$ cat config.mk
export PLATFORM = sky130hd
export DESIGN_NAME = rate_limited_follow_with_lock_flat
export DESIGN_NICKNAME = d
export VERILOG_FILES = /design/src/rtl/rlf_pkg.sv /design/src/rtl/rlf_cfg_if.sv /design/src/rtl/rlf_cmd_if.sv /design/src/rtl/rlf_view_if.sv /design/src/rtl/rlf_track.sv /design/src/rtl/rate_limited_follow_with_lock.sv /design/src/flat_wrapper.sv
export SDC_FILE = /design/constraint.sdc
export NUM_CORES = 2
export LEC_CHECK = 0
export BUFFER_PORTS_ARGS = -buffer_cell sky130_fd_sc_hd__buf_2
export CAP_MARGIN = 20
export CORE_ASPECT_RATIO = 0.5
export CORE_MARGIN = 3
export CORE_UTILIZATION = 35
export CTS_BUF_LIST = sky130_fd_sc_hd__clkbuf_4 sky130_fd_sc_hd__clkbuf_8
export DETAILED_ROUTE_END_ITERATION = 10
export PLACE_DENSITY = 0.56
export RECOVER_POWER = 25
export REMOVE_ABC_BUFFERS = 1
export SLEW_MARGIN = 20
export SYNTH_ARGS = -nofsm -noshare
export SYNTH_HDL_FRONTEND = slang
export SYNTH_HIERARCHICAL = 1
export SYNTH_SLANG_ARGS = --single-unit
$ cat constraint.sdc
create_clock -name clk -period 50.3 [get_ports clk]
set_input_delay 2.515 -clock clk [delete_from_list [all_inputs] [get_ports clk]]
set_output_delay 2.515 -clock clk [all_outputs]
set_load 0.1 [all_outputs]
$ cat src/rtl/rlf_pkg.sv
package rlf_pkg;

    // Field widths
    localparam int OP_W    = 2;
    localparam int POS_W   = 32;
    localparam int SPEED_W = 24;
    localparam int TIME_W  = 16;
    localparam int PROD_W  = SPEED_W + TIME_W;
    localparam int FRAC_W  = 8;
    localparam int CFG_IDX_W  = 3;
    localparam int CFG_DATA_W = 32;

    // Item opcodes
    localparam logic [OP_W-1:0] OP_TICK = 2'd0;
    localparam logic [OP_W-1:0] OP_ARM  = 2'd1;
    localparam logic [OP_W-1:0] OP_SNAP = 2'd2;

    // Configuration register indexes
    localparam logic [CFG_IDX_W-1:0] CFG_AIR_SPEED     = 3'd0;
    localparam logic [CFG_IDX_W-1:0] CFG_GROUND_SPEED  = 3'd1;
    localparam logic [CFG_IDX_W-1:0] CFG_SPRING_SPEED  = 3'd2;
    localparam logic [CFG_IDX_W-1:0] CFG_BORDER_LEFT   = 3'd3;
    localparam logic [CFG_IDX_W-1:0] CFG_BORDER_RIGHT  = 3'd4;
    localparam logic [CFG_IDX_W-1:0] CFG_BORDER_TOP    = 3'd5;
    localparam logic [CFG_IDX_W-1:0] CFG_BORDER_BOTTOM = 3'd6;

    // Border reset values
    localparam logic signed [POS_W-1:0] POS_MIN = {1'b1, {(POS_W-1){1'b0}}};
    localparam logic signed [POS_W-1:0] POS_MAX = {1'b0, {(POS_W-1){1'b1}}};

    // Item after the step multiply, ready for the position update
    typedef struct packed {
        logic [OP_W-1:0]         opcode;
        logic signed [POS_W-1:0] target_x;
        logic signed [POS_W-1:0] target_y;
        logic signed [POS_W-1:0] lock_x;
        logic signed [POS_W-1:0] lock_y;
        logic [POS_W-1:0]        step;
    } step_item_t;

    typedef struct packed {
        logic signed [POS_W-1:0] left;
        logic signed [POS_W-1:0] right;
        logic signed [POS_W-1:0] top;
        logic signed [POS_W-1:0] bottom;
    } border_t;

    typedef struct packed {
        logic signed [POS_W-1:0] view_x;
        logic signed [POS_W-1:0] view_y;
        logic                    x_is_locked;
        logic                    y_is_locked;
    } view_t;

endpackage

$ cat src/rtl/rlf_cfg_if.sv
interface rlf_cfg_if import rlf_pkg::*; ();
    logic                  valid;
    logic                  ready;
    logic [CFG_IDX_W-1:0]  index;
    logic [CFG_DATA_W-1:0] data;

    modport source (output valid, output index, output data, input ready);
    modport sink   (input valid, input index, input data, output ready);
endinterface

$ cat src/rtl/rlf_cmd_if.sv
interface rlf_cmd_if import rlf_pkg::*; ();
    logic                    valid;
    logic                    ready;
    logic [OP_W-1:0]         opcode;
    logic signed [POS_W-1:0] target_x;
    logic signed [POS_W-1:0] target_y;
    logic signed [POS_W-1:0] lock_x;
    logic signed [POS_W-1:0] lock_y;
    logic                    on_ground;
    logic                    on_spring;
    logic [TIME_W-1:0]       frame_time;

    modport source (
        output valid, output opcode, output target_x, output target_y,
        output lock_x, output lock_y, output on_ground, output on_spring,
        output frame_time, input ready
    );
    modport sink (
        input valid, input opcode, input target_x, input target_y,
        input lock_x, input lock_y, input on_ground, input on_spring,
        input frame_time, output ready
    );
endinterface

$ cat src/rtl/rlf_view_if.sv
interface rlf_view_if import rlf_pkg::*; ();
    logic                    valid;
    logic                    ready;
    logic signed [POS_W-1:0] view_x;
    logic signed [POS_W-1:0] view_y;
    logic                    x_is_locked;
    logic                    y_is_locked;

    modport source (
        output valid, output view_x, output view_y, output x_is_locked,
        output y_is_locked, input ready
    );
    modport sink (
        input valid, input view_x, input view_y, input x_is_locked,
        input y_is_locked, output ready
    );
endinterface

$ cat src/rtl/rlf_track.sv
module rlf_track import rlf_pkg::*;
(
    input  logic       clk,
    input  logic       rst_n,
    input  logic       update,
    input  step_item_t item,
    input  border_t    border,
    output view_t      state
);

    // Lock window: 256.0 in Q23.8, and its square
    localparam logic [POS_W:0]     LOCK_RADIUS_RAW = (POS_W+1)'(256 << FRAC_W);
    localparam int                 SQ_W            = 2 * (POS_W + 1) + 1;
    localparam logic [SQ_W-1:0]    LOCK_RADIUS_SQ  = SQ_W'(LOCK_RADIUS_RAW) * SQ_W'(LOCK_RADIUS_RAW);
    localparam int                 NEAR_W          = 17;

    logic signed [POS_W-1:0] pos_x_reg, pos_x_next;
    logic signed [POS_W-1:0] pos_y_reg, pos_y_next;
    logic signed [POS_W-1:0] lock_x_reg, lock_x_next;
    logic signed [POS_W-1:0] lock_y_reg, lock_y_next;
    logic armed_reg, armed_next;
    logic x_cap_reg, x_cap_next;
    logic y_cap_reg, y_cap_next;

    logic signed [POS_W-1:0] ax, ay, cx, cy, kx, ky;
    logic signed [POS_W:0]   dx, dy;
    logic [POS_W:0]          adx, ady;
    logic [2*NEAR_W-1:0]     sqx, sqy;
    logic [2*NEAR_W:0]       sq_sum;
    logic                    near, y_hit, x_hit, y_cap_tick;

    // Move cur toward need by step without passing it
    function automatic logic signed [POS_W-1:0] approach(
        input logic signed [POS_W-1:0] cur,
        input logic signed [POS_W-1:0] need,
        input logic [POS_W-1:0]        step
    );
        logic signed [POS_W+1:0] c;
        logic signed [POS_W+1:0] n;
        logic signed [POS_W+1:0] s;
        c = {{2{cur[POS_W-1]}}, cur};
        n = {{2{need[POS_W-1]}}, need};
        s = {2'b00, step};
        if (cur < need)
        begin
            c = c + s;
            if (c > n)
            begin
                c = n;
            end
        end
        else
        begin
            c = c - s;
            if (c < n)
            begin
                c = n;
            end
        end
        return c[POS_W-1:0];
    endfunction

    // Sign of (a - l) differs from sign of (b - l)
    function automatic logic crossed(
        input logic signed [POS_W-1:0] a,
        input logic signed [POS_W-1:0] b,
        input logic signed [POS_W-1:0] l
    );
        return ((a > l) != (b > l)) || ((a < l) != (b < l));
    endfunction

    // Apply the upper bound after the lower one, so an inverted box yields max
    function automatic logic signed [POS_W-1:0] clampv(
        input logic signed [POS_W-1:0] v,
        input logic signed [POS_W-1:0] lo,
        input logic signed [POS_W-1:0] hi
    );
        logic signed [POS_W-1:0] r;
        r = v;
        if (r < lo)
        begin
            r = lo;
        end
        if (r > hi)
        begin
            r = hi;
        end
        return r;
    endfunction

    // Tick path: approach, lock capture, clamp
    always_comb
    begin
        ax = x_cap_reg ? pos_x_reg : approach(pos_x_reg, item.target_x, item.step);
        ay = y_cap_reg ? pos_y_reg : approach(pos_y_reg, item.target_y, item.step);

        dx  = {ax[POS_W-1], ax} - {lock_x_reg[POS_W-1], lock_x_reg};
        dy  = {ay[POS_W-1], ay} - {lock_y_reg[POS_W-1], lock_y_reg};
        adx = dx[POS_W] ? (POS_W+1)'(-dx) : dx;
        ady = dy[POS_W] ? (POS_W+1)'(-dy) : dy;
        sqx = adx[NEAR_W-1:0] * adx[NEAR_W-1:0];
        sqy = ady[NEAR_W-1:0] * ady[NEAR_W-1:0];
        sq_sum = {1'b0, sqx} + {1'b0, sqy};
        near = (adx <= LOCK_RADIUS_RAW) && (ady <= LOCK_RADIUS_RAW)
               && (SQ_W'(sq_sum) <= LOCK_RADIUS_SQ);

        y_hit = armed_reg && !y_cap_reg && near && crossed(pos_y_reg, ay, lock_y_reg);
        ky = y_hit ? lock_y_reg : ay;
        y_cap_tick = y_cap_reg || y_hit;

        x_hit = armed_reg && y_cap_tick && !x_cap_reg
                && crossed(pos_x_reg, ax, lock_x_reg);
        kx = x_hit ? lock_x_reg : ax;

        cx = clampv(kx, border.left, border.right);
        cy = clampv(ky, border.top, border.bottom);
    end

    // Select the update by opcode
    always_comb
    begin
        pos_x_next  = pos_x_reg;
        pos_y_next  = pos_y_reg;
        lock_x_next = lock_x_reg;
        lock_y_next = lock_y_reg;
        armed_next  = armed_reg;
        x_cap_next  = x_cap_reg;
        y_cap_next  = y_cap_reg;
        unique case (item.opcode)
            OP_TICK:
            begin
                pos_x_next = cx;
                pos_y_next = cy;
                x_cap_next = x_cap_reg || x_hit;
                y_cap_next = y_cap_tick;
            end
            OP_ARM:
            begin
                lock_x_next = item.lock_x;
                lock_y_next = item.lock_y;
                armed_next  = 1'b1;
                x_cap_next  = 1'b0;
                y_cap_next  = 1'b0;
            end
            OP_SNAP:
            begin
                pos_x_next = item.target_x;
                pos_y_next = item.target_y;
            end
            default:
            begin
            end
        endcase
    end

    // Hold state unless an item passes through
    always_ff @(posedge clk or negedge rst_n)
    begin
        if (!rst_n)
        begin
            pos_x_reg  <= '0;
            pos_y_reg  <= '0;
            lock_x_reg <= '0;
            lock_y_reg <= '0;
            armed_reg  <= 1'b0;
            x_cap_reg  <= 1'b0;
            y_cap_reg  <= 1'b0;
        end
        else if (update)
        begin
            pos_x_reg  <= pos_x_next;
            pos_y_reg  <= pos_y_next;
            lock_x_reg <= lock_x_next;
            lock_y_reg <= lock_y_next;
            armed_reg  <= armed_next;
            x_cap_reg  <= x_cap_next;
            y_cap_reg  <= y_cap_next;
        end
    end

    assign state.view_x      = pos_x_reg;
    assign state.view_y      = pos_y_reg;
    assign state.x_is_locked = x_cap_reg;
    assign state.y_is_locked = y_cap_reg;

endmodule

$ cat src/rtl/rate_limited_follow_with_lock.sv
// A result comes from the position state after the input and step registers.
// Throughput: one item per cycle while the view receiver is ready; the position
// update (approach, lock distance squares, clamp) closes ahead of the next item.
// Reset clears position, lock point and lock flags, zeroes the speeds and
// opens the border box to the full range. Configuration is always ready.
module rate_limited_follow_with_lock import rlf_pkg::*;
(
    input  logic       clk,
    input  logic       rst_n,
    rlf_cfg_if.sink    cfg,
    rlf_cmd_if.sink    cmd,
    rlf_view_if.source view
);

    typedef struct packed {
        logic [OP_W-1:0]         opcode;
        logic signed [POS_W-1:0] target_x;
        logic signed [POS_W-1:0] target_y;
        logic signed [POS_W-1:0] lock_x;
        logic signed [POS_W-1:0] lock_y;
        logic                    on_ground;
        logic                    on_spring;
        logic [TIME_W-1:0]       frame_time;
    } cmd_item_t;

    logic [SPEED_W-1:0] air_speed_reg, ground_speed_reg, spring_speed_reg;
    border_t            border_reg;

    logic       s1_valid_reg, s2_valid_reg, out_valid_reg;
    cmd_item_t  s1_item_reg;
    step_item_t s2_item_reg, s2_item_next;
    logic       adv_out, adv_s2, adv_s1;
    logic [SPEED_W-1:0] speed;
    logic [PROD_W-1:0]  product;
    view_t      state;

    // Configuration writes
    assign cfg.ready = 1'b1;

    always_ff @(posedge clk or negedge rst_n)
    begin
        if (!rst_n)
        begin
            air_speed_reg     <= '0;
            ground_speed_reg  <= '0;
            spring_speed_reg  <= '0;
            border_reg.left   <= POS_MIN;
            border_reg.right  <= POS_MAX;
            border_reg.top    <= POS_MIN;
            border_reg.bottom <= POS_MAX;
        end
        else if (cfg.valid)
        begin
            unique case (cfg.index)
                CFG_AIR_SPEED:     air_speed_reg     <= cfg.data[SPEED_W-1:0];
                CFG_GROUND_SPEED:  ground_speed_reg  <= cfg.data[SPEED_W-1:0];
                CFG_SPRING_SPEED:  spring_speed_reg  <= cfg.data[SPEED_W-1:0];
                CFG_BORDER_LEFT:   border_reg.left   <= cfg.data[POS_W-1:0];
                CFG_BORDER_RIGHT:  border_reg.right  <= cfg.data[POS_W-1:0];
                CFG_BORDER_TOP:    border_reg.top    <= cfg.data[POS_W-1:0];
                CFG_BORDER_BOTTOM: border_reg.bottom <= cfg.data[POS_W-1:0];
                default:
                begin
                end
            endcase
        end
    end

    // Stage flow: each stage advances when empty or when the next one moves
    assign adv_out   = !out_valid_reg || view.ready;
    assign adv_s2    = !s2_valid_reg || adv_out;
    assign adv_s1    = !s1_valid_reg || adv_s2;
    assign cmd.ready = adv_s1;

    always_ff @(posedge clk or negedge rst_n)
    begin
        if (!rst_n)
        begin
            s1_valid_reg  <= 1'b0;
            s2_valid_reg  <= 1'b0;
            out_valid_reg <= 1'b0;
        end
        else
        begin
            if (adv_s1)
            begin
                s1_valid_reg <= cmd.valid;
            end
            if (adv_s2)
            begin
                s2_valid_reg <= s1_valid_reg;
            end
            if (adv_out)
            begin
                out_valid_reg <= s2_valid_reg;
            end
        end
    end

    // Capture the input item
    always_ff @(posedge clk)
    begin
        if (adv_s1 && cmd.valid)
        begin
            s1_item_reg.opcode     <= cmd.opcode;
            s1_item_reg.target_x   <= cmd.target_x;
            s1_item_reg.target_y   <= cmd.target_y;
            s1_item_reg.lock_x     <= cmd.lock_x;
            s1_item_reg.lock_y     <= cmd.lock_y;
            s1_item_reg.on_ground  <= cmd.on_ground;
            s1_item_reg.on_spring  <= cmd.on_spring;
            s1_item_reg.frame_time <= cmd.frame_time;
        end
    end

    // Step size: speed times frame time, back to Q23.8
    always_comb
    begin
        speed = air_speed_reg;
        if (s1_item_reg.on_ground)
        begin
            speed = ground_speed_reg;
        end
        if (s1_item_reg.on_spring)
        begin
            speed = spring_speed_reg;
        end
        product = PROD_W'(speed) * PROD_W'(s1_item_reg.frame_time);

        s2_item_next.opcode   = s1_item_reg.opcode;
        s2_item_next.target_x = s1_item_reg.target_x;
        s2_item_next.target_y = s1_item_reg.target_y;
        s2_item_next.lock_x   = s1_item_reg.lock_x;
        s2_item_next.lock_y   = s1_item_reg.lock_y;
        s2_item_next.step     = product[FRAC_W +: POS_W];
    end

    always_ff @(posedge clk)
    begin
        if (adv_s2 && s1_valid_reg)
        begin
            s2_item_reg <= s2_item_next;
        end
    end

    // Position state doubles as the result register
    rlf_track u_track (
        .clk    (clk),
        .rst_n  (rst_n),
        .update (s2_valid_reg && adv_out),
        .item   (s2_item_reg),
        .border (border_reg),
        .state  (state)
    );

    assign view.valid       = out_valid_reg;
    assign view.view_x      = state.view_x;
    assign view.view_y      = state.view_y;
    assign view.x_is_locked = state.x_is_locked;
    assign view.y_is_locked = state.y_is_locked;

endmodule

$ cat src/flat_wrapper.sv
// flat-port wrapper written by rule: the top's interface ports become plain ports
module rate_limited_follow_with_lock_flat import rlf_pkg::*;
  (clk, rst_n, cfg_valid, cfg_index, cfg_data, cfg_ready, cmd_valid, cmd_opcode, cmd_target_x, cmd_target_y, cmd_lock_x, cmd_lock_y, cmd_on_ground, cmd_on_spring, cmd_frame_time, cmd_ready, view_valid, view_view_x, view_view_y, view_x_is_locked, view_y_is_locked, view_ready);
  rlf_cfg_if cfg_i ();
  rlf_cmd_if cmd_i ();
  rlf_view_if view_i ();
  input  logic clk;
  input  logic rst_n;
  input wire logic [$bits(cfg_i.valid)-1:0] cfg_valid;
  input wire logic [$bits(cfg_i.index)-1:0] cfg_index;
  input wire logic [$bits(cfg_i.data)-1:0] cfg_data;
  output wire logic [$bits(cfg_i.ready)-1:0] cfg_ready;
  input wire logic [$bits(cmd_i.valid)-1:0] cmd_valid;
  input wire logic [$bits(cmd_i.opcode)-1:0] cmd_opcode;
  input wire logic [$bits(cmd_i.target_x)-1:0] cmd_target_x;
  input wire logic [$bits(cmd_i.target_y)-1:0] cmd_target_y;
  input wire logic [$bits(cmd_i.lock_x)-1:0] cmd_lock_x;
  input wire logic [$bits(cmd_i.lock_y)-1:0] cmd_lock_y;
  input wire logic [$bits(cmd_i.on_ground)-1:0] cmd_on_ground;
  input wire logic [$bits(cmd_i.on_spring)-1:0] cmd_on_spring;
  input wire logic [$bits(cmd_i.frame_time)-1:0] cmd_frame_time;
  output wire logic [$bits(cmd_i.ready)-1:0] cmd_ready;
  output wire logic [$bits(view_i.valid)-1:0] view_valid;
  output wire logic [$bits(view_i.view_x)-1:0] view_view_x;
  output wire logic [$bits(view_i.view_y)-1:0] view_view_y;
  output wire logic [$bits(view_i.x_is_locked)-1:0] view_x_is_locked;
  output wire logic [$bits(view_i.y_is_locked)-1:0] view_y_is_locked;
  input wire logic [$bits(view_i.ready)-1:0] view_ready;
  assign cfg_i.valid = cfg_valid;
  assign cfg_i.index = cfg_index;
  assign cfg_i.data = cfg_data;
  assign cfg_ready = cfg_i.ready;
  assign cmd_i.valid = cmd_valid;
  assign cmd_i.opcode = cmd_opcode;
  assign cmd_i.target_x = cmd_target_x;
  assign cmd_i.target_y = cmd_target_y;
  assign cmd_i.lock_x = cmd_lock_x;
  assign cmd_i.lock_y = cmd_lock_y;
  assign cmd_i.on_ground = cmd_on_ground;
  assign cmd_i.on_spring = cmd_on_spring;
  assign cmd_i.frame_time = cmd_frame_time;
  assign cmd_ready = cmd_i.ready;
  assign view_valid = view_i.valid;
  assign view_view_x = view_i.view_x;
  assign view_view_y = view_i.view_y;
  assign view_x_is_locked = view_i.x_is_locked;
  assign view_y_is_locked = view_i.y_is_locked;
  assign view_i.ready = view_ready;
  rate_limited_follow_with_lock u_core (.clk(clk), .rst_n(rst_n), .cfg(cfg_i), .cmd(cmd_i), .view(view_i));
endmodule
=== After elaboration in Yosys (flattened, before gate mapping) ===
Index checks and enable logic that the tools add are counted.

* Add/sub/neg operators: 9
* Multiply operators: 3
* Magnitude comparators: 21
* Eq/ne operators: 12
* Muxes and demuxes: 22
* Reduce and logical (&&, ||, !) cells: 37

{| class="wikitable"
|+ Operators by type and width
! operator !! count
|-
| $mux 32 || 14
|-
| $lt 32x32->1 || 8
|-
| $gt 32x32->1 || 6
|-
| $pmux 32 s2 || 2
|-
| $add 32x33->34 || 2
|-
| $gt 34x32->1 || 2
|-
| $lt 34x32->1 || 2
|-
| $mul 17x17->34 || 2
|-
| $sub 32x33->34 || 2
|-
| $le 33x17->1 const B || 2
|-
| $mux 33 || 2
|-
| $neg 33->33 || 2
|-
| $sub 32x32->33 || 2
|-
| $mux 24 || 2
|-
| $mul 24x16->40 || 1
|-
| $add 34x34->35 || 1
|-
| $le 35x33->1 const B || 1
|-
| $reduce_and 2->1 || 10
|-
| $logic_and 1x1->1 || 11
|-
| $eq 3x3->1 const B || 3
|-
| $logic_or 1x1->1 || 7
|-
| $eq 3x2->1 const B || 2
|-
| $logic_not 1->1 || 5
|-
| $ne 1x1->1 || 4
|-
| other kinds (7) || 9
|}

* Flip-flop bits (word level): 644
* Input bits: 188
* Output and inout port bits: 69
* Word-level logic and storage cells: 135

=== Depth between registers and ports, before layout ===
* Depth after elaboration: 24
* Gate-level depth with buffers: 115
* Gate-level depth less buffers: 106

=== Cells and area by module ===
Netlist, hierarchy kept.

{| class="wikitable"
|+ Modules (own cells, without submodules)
! module !! times used !! cells an instance !! area each (um^2) !! sequential area each (um^2)
|-
| rlf_track || 1 || 6,085 || 48,863.1 || 3,278.1
|-
| rate_limited_follow_with_lock || 1 || 2,294 || 29,873.7 || 14,468.9
|}

=== Least setup slack after synthesis ===
OpenSTA, ideal clock, no wires.

* Path type: register to register
* From: register u_core.u_track.pos_y_reg[0]
* To: register u_core.u_track.pos_x_reg[26]
* Setup time: 0.079 ns
* Data arrival time: 24.547 ns
* Required time: 50.221 ns
* Slack: 25.674 ns
* Stages on the path, launching flop included: 107
* Path buffers: 9
* Clock period less this slack: 24.626 ns
* Cells stage by stage: dfrtp_1 > inv_1 > ha_1 > inv_1 > fa_1 > a21o_1 > a21oi_1 > o21ai_0 > a21oi_1 > o21a_1 > o21ai_0 > a211o_1 > a31oi_1 > a21oi_1 > o41ai_1 > o21ai_0 > a21oi_1 > xnor2_1 > [71 not listed] > ha_1 > a21o_1 > a21o_1 > a21o_1 > a21o_1 > a21o_1 > a21oi_1 > nor2b_1 > o21ai_0 > o21ai_0 > a2111oi_0 > xor2_1 > o31ai_1 > nand2b_1 > clkbuf_1 > o221ai_1 > a32o_1 > a21oi_1

* Word-level cells in the longest chain between the ends: 24
* Elaborated cells on any way between the ends: 37
* Those cells by class: add/sub (5); mul (1); order compare (11); eq/ne (2); mux (9); reduce/logical (9)

{| class="wikitable"
|+ RTL lines
! item !! line !! RTL
|-
| start: declaration || rlf_track.sv:18 || <nowiki>logic signed [POS_W-1:0] pos_y_reg, pos_y_next;</nowiki>
|-
| start signal: assignment || rlf_track.sv:172 || <nowiki>pos_y_reg <= pos_y_next;</nowiki>
|-
| $sub 32x33->34 or $add 32x33->34 (tied branches) || rlf_track.sv:54, rlf_track.sv:46 ||
|-
| $lt 34x32->1 or $gt 34x32->1 (tied branches) || rlf_track.sv:55, rlf_track.sv:47 ||
|-
| $mux 32, on equally long branches || rlf_track.sv:55, rlf_track.sv:47 ||
|-
| $mux 32 || rlf_track.sv:44 || <nowiki>if (cur < need)</nowiki>
|-
| $mux 32 || rlf_track.sv:95 || <nowiki>ay = y_cap_reg ? pos_y_reg : approach(pos_y_reg, item.target_y, item.step);</nowiki>
|-
| $sub 32x32->33 || rlf_track.sv:98 || <nowiki>dy = {ay[POS_W-1], ay} - {lock_y_reg[POS_W-1], lock_y_reg};</nowiki>
|-
| $neg 33->33 || rlf_track.sv:100 || <nowiki>ady = dy[POS_W] ? (POS_W+1)'(-dy) : dy;</nowiki>
|-
| $mux 33 || rlf_track.sv:100 ||
|-
| [7 not listed] || - ||
|-
| $logic_and 1x1->1 (*) (2 in a row) || rlf_track.sv:111 || <nowiki>x_hit = armed_reg && y_cap_tick && !x_cap_reg</nowiki>
|-
| $logic_and 1x1->1 (*) || rlf_track.sv:112 || <nowiki>&& crossed(pos_x_reg, ax, lock_x_reg);</nowiki>
|-
| $mux 32 (*) || rlf_track.sv:113 || <nowiki>kx = x_hit ? lock_x_reg : ax;</nowiki>
|-
| $lt 32x32->1 || rlf_track.sv:80 || <nowiki>if (r < lo)</nowiki>
|-
| $mux 32 (*) || rlf_track.sv:80 ||
|-
| $gt 32x32->1 || rlf_track.sv:84 || <nowiki>if (r > hi)</nowiki>
|-
| $mux 32 (*) || rlf_track.sv:84 ||
|-
| $pmux 32 s2 (*) || rlf_track.sv:129 || <nowiki>unique case (item.opcode)</nowiki>
|-
| end signal: assignment || rlf_track.sv:171 || <nowiki>pos_x_reg <= pos_x_next;</nowiki>
|-
| end: declaration || rlf_track.sv:17 || <nowiki>logic signed [POS_W-1:0] pos_x_reg, pos_x_next;</nowiki>
|}

Mark *: on every way between the ends. The rest lies on a longest branch, timed or not.
A chain may end at the register's enable or synchronous reset.

=== Worst setup path in the final report ===
Same ends and word-level chain as after synthesis.

==> flow_results.xml <==
<?xml version="1.0" encoding="UTF-8"?>
<metrics>
  <group name="finish">
    <metric name="multiInputGateArea" unit="sq um">54800</metric>
    <metric name="layout.area.seq" unit="sq um">17750</metric>
    <metric name="proportion_of_layout_cells_with_a_drive_suffix_above_1" unit="%">12.47</metric>
    <metric name="largest_register_ffs" unit="">162</metric>
    <metric name="synthToLayoutAreaGrowth" unit="%">9.125</metric>
    <metric name="final_net_count" unit="">10364</metric>
    <metric name="fillers" unit="">22419</metric>
  </group>
  <group name="placed_design">
    <metric name="gp_congestion" unit="">0.9922</metric>
    <metric name="place.port_buffers" unit="">255</metric>
    <metric name="dpl.hpwl" unit="mm">219.5</metric>
  </group>
  <group name="logic_synthesis">
    <metric name="netlist_top_cells_area" unit="">sky130_fd_sc_hd__fa_1 (19%), sky130_fd_sc_hd__ha_1 (14%), sky130_fd_sc_hd__edfxtp_1 (12%)</metric>
    <metric name="post_synth_most_frequent_cells" unit="">sky130_fd_sc_hd__inv_1 (1,366), sky130_fd_sc_hd__ha_1 (878), sky130_fd_sc_hd__fa_1 (765)</metric>
    <metric name="synth.most_common_cell" unit="">sky130_fd_sc_hd__inv_1</metric>
    <metric name="synth.yosys.warnings" unit="">6</metric>
    <metric name="asyncSetResetFlopFracSynth" unit="%">51.86</metric>
    <metric name="ys_ff_latch" unit="">644</metric>
    <metric name="post_synthesis_instance_area" unit="sq um">78740</metric>
    <metric name="seq_area_frac_synth" unit="%">22.54</metric>
    <metric name="synth_largest_area_cell" unit="">sky130_fd_sc_hd__fa_1</metric>
    <metric name="synth_cell_type_count" unit="">107</metric>
    <metric name="synth_area_per_cell" unit="sq um">9.397</metric>
    <metric name="ys_dominant_reg_cell" unit="">sky130_fd_sc_hd__edfxtp_1</metric>
    <metric name="number_of_synthesized_flops_with_an_enable_pin" unit="">310</metric>
    <metric name="post_syn_instances" unit="">8379</metric>
    <metric name="top_area_cell_type_share_of_the_netlist_area" unit="%">19.45</metric>
  </group>
  <group name="routing">
    <metric name="remaining_antenna_violation_count" unit="">0</metric>
    <metric name="routed-via-count" unit="">63200</metric>
    <metric name="route.detailed.wl_per_inst" unit="um">23.28</metric>
    <metric name="totalWireLength" unit="mm">270.4</metric>
    <metric name="detail_route.vias_per_cell" unit="">5.441</metric>
    <metric name="drc" unit="">0</metric>
    <metric name="dr_iter_0_viols" unit="">5368</metric>
    <metric name="drtPass1Iterations" unit="">9</metric>
  </group>
  <group name="flow_run">
    <metric name="max_cap_viol_count" unit="">1</metric>
  </group>
  <group name="critical_path">
    <metric name="timing.setup.critical_path_class" unit="">reg2reg</metric>
    <metric name="critPathMaxStageDelay" unit="ns">0.94</metric>
    <metric name="cp_top_family" unit="">compound AO/OA/AOI/OAI gates</metric>
    <metric name="cp-start-kind" unit="">register</metric>
    <metric name="worst_path_most_repeated_cell" unit="">sky130_fd_sc_hd__a21o_1</metric>
    <metric name="count_of_buffer_and_inverter_cells_on_the_critical_path" unit="">13</metric>
    <metric name="critical_path_fanouts_max" unit="">30</metric>
    <metric name="cp.arrival" unit="ns">31.73</metric>
    <metric name="critPathRequiredTime" unit="ns">51.07</metric>
    <metric name="critical-path-slowest-cell" unit="">sky130_fd_sc_hd__a2111oi_0</metric>
    <metric name="end_kind" unit="">register</metric>
  </group>
  <group name="die">
    <metric name="row_count" unit="">122</metric>
    <metric name="design.core.area" unit="sq um">222400</metric>
    <metric name="fp.dieH" unit="um">341.4</metric>
    <metric name="die_width" unit="um">676.8</metric>
    <metric name="start_util" unit="%">35.40</metric>
    <metric name="die_area" unit="sq um">231000</metric>
    <metric name="ioPinCount" unit="">257</metric>
  </group>
  <group name="status">
    <metric name="violations" unit="">capacitance limit, slew limit</metric>
    <metric name="run_status" unit="">complete, but fails checks</metric>
  </group>
  <group name="timing">
    <metric name="final.min_clock_period" unit="ns">30.96</metric>
    <metric name="timing_worst_slew_pin_value" unit="ns">4.231</metric>
    <metric name="setup_repair_after_global_routing_missed_its_margin" unit="">false</metric>
    <metric name="maxSlewHeadroom" unit="%">-182.1</metric>
    <metric name="layout_worst_path_cycle_share" unit="%">61.54</metric>
    <metric name="final_max_slew_viol_count" unit="">76</metric>
    <metric name="hold_viol_final" unit="">0</metric>
    <metric name="fin_skew" unit="ns">0.1029</metric>
    <metric name="max_clock_freq" unit="GHz">0.03230</metric>
    <metric name="fin_setup_tns" unit="ns">0</metric>
    <metric name="finalSetupViolations" unit="">0</metric>
    <metric name="hold_ws" unit="ns">0.3809</metric>
  </group>
  <group name="clocking">
    <metric name="clk_path_buf_depth" unit="">3</metric>
    <metric name="cts_repair_resize_count" unit="">0</metric>
    <metric name="cts_tree" unit="">yes</metric>
    <metric name="cts_max_level" unit="">3</metric>
    <metric name="cts_root_buffer" unit="">sky130_fd_sc_hd__clkbuf_8</metric>
    <metric name="tritoncts_num_sinks" unit="">644</metric>
    <metric name="hold_buffers" unit="">0</metric>
    <metric name="clk_pin_slew_worst_paths" unit="ns">0.08</metric>
    <metric name="cts-buffers-inserted" unit="">107</metric>
    <metric name="postCtsSetupRepairBufs" unit="">0</metric>
    <metric name="clk-insertion-delay-late" unit="ns">0.88</metric>
  </group>
  <group name="grt">
    <metric name="global_route_wire_length_before_repair" unit="mm">407.2</metric>
    <metric name="grt.overflow.total" unit="">0</metric>
    <metric name="grt_pass1_vias" unit="">64007</metric>
    <metric name="grt_start_max_net_pins" unit="">152</metric>
    <metric name="globalRouteTotalUtil" unit="%">23.12</metric>
    <metric name="number_of_antenna_violations_at_the_first_check_in_global_routing" unit="">16</metric>
  </group>
  <group name="worst_hold_path">
    <metric name="hold_path.class" unit="">reg2reg</metric>
  </group>
</metrics>
-- area by class of cell --
class | instances | area share [%]
inverter | 1381 | 6.035
tap | 2976 | 4.334
timing repair buffer | 356 | 2.363
clock inverter | 57 | 0.6393
antenna | 12 | 0.03495
sequential | 644 | 20.65
multi-input combinational | 6043 | 63.78
clock buffer | 146 | 2.157
-- per-stage QoR --
stage	util, %	instance area [sq um]	instances	worst slack [ns]
after floorplan	-	77510	8068	22.14
after global placement	37.53	83470	11399	20.80
after detailed placement	37.54	83490	11400	20.56
after CTS	38.62	85890	11603	20.32
after global routing	38.62	85900	11607	17.85
final	38.63	85920	11615	19.34
-- kinds of logic after synthesis --
kind of cell / after synthesis / synth area share [%]
DFF: 644 / 22.54
muxes: 426 / 6.093
adders and majority gates: 1643 / 33.40
buffers and inverters: 1692 / 8.147
and+or+nand+nor: 2095 / 13.00
AOI/OAI and AO/OA: 1634 / 14.08
other: 1 / 0.004763
xor gates and xnor gates: 244 / 2.741
-- worst paths after layout --
check / to / start / cells after the start / slack [ns]
setup / recovery: u_core/u_track/pos_x_reg[26] / u_core/u_track/pos_y_reg[0] / 99 / 19.34
hold / removal: u_core/s2_item_reg[133] / u_core/s1_item_reg[119] / 0 / 0.38
max in group asynchronous: u_core/u_track/armed_reg / rst_n / 3 / 43.92
min in group asynchronous: u_core/u_track/pos_y_reg[6] / rst_n / 1 / 3.11
setup reg to reg: u_core/u_track/pos_x_reg[26] / u_core/u_track/pos_y_reg[0] / 99 / 19.34
hold reg to reg: u_core/s2_item_reg[133] / u_core/s1_item_reg[119] / 0 / 0.38
-- cell usage in the layout (no fill, tap or decap), types with 48 or more instances in the layout --
cell type and n:
sky130_fd_sc_hd__inv_1 1366, sky130_fd_sc_hd__ha_1 878, sky130_fd_sc_hd__fa_1 765, sky130_fd_sc_hd__nand2_1 692
sky130_fd_sc_hd__nor2_1 444, sky130_fd_sc_hd__a21oi_1 402, sky130_fd_sc_hd__mux2_2 332, sky130_fd_sc_hd__edfxtp_1 310
sky130_fd_sc_hd__dfrtp_1 270, sky130_fd_sc_hd__o21ai_0 249, sky130_fd_sc_hd__buf_2 242, sky130_fd_sc_hd__and2_1 209
sky130_fd_sc_hd__a21o_1 198, sky130_fd_sc_hd__xnor2_1 156, sky130_fd_sc_hd__nand4_1 135, sky130_fd_sc_hd__clkbuf_8 121
sky130_fd_sc_hd__buf_4 100, sky130_fd_sc_hd__nor3_1 100, sky130_fd_sc_hd__nand2b_1 92, sky130_fd_sc_hd__nand3_1 88
sky130_fd_sc_hd__xor2_1 78, sky130_fd_sc_hd__nor2b_1 77, sky130_fd_sc_hd__o221ai_1 77, sky130_fd_sc_hd__mux2i_1 72
sky130_fd_sc_hd__dfstp_2 64, sky130_fd_sc_hd__o21a_1 62, sky130_fd_sc_hd__a211oi_1 56, sky130_fd_sc_hd__o21bai_1 49
sky130_fd_sc_hd__o211ai_1 48
-- per-layer routing --
layer	share of wire, %	GRT usage, %
met1	44	31.14
met2	46	38.21
met3	6.5	3.777
met4	3.2	6.893
met5	0.0044	0
Power is left out: the tool's default activity adds up to more than one toggle a clock period on the data nets, which glitch-free logic cannot reach.
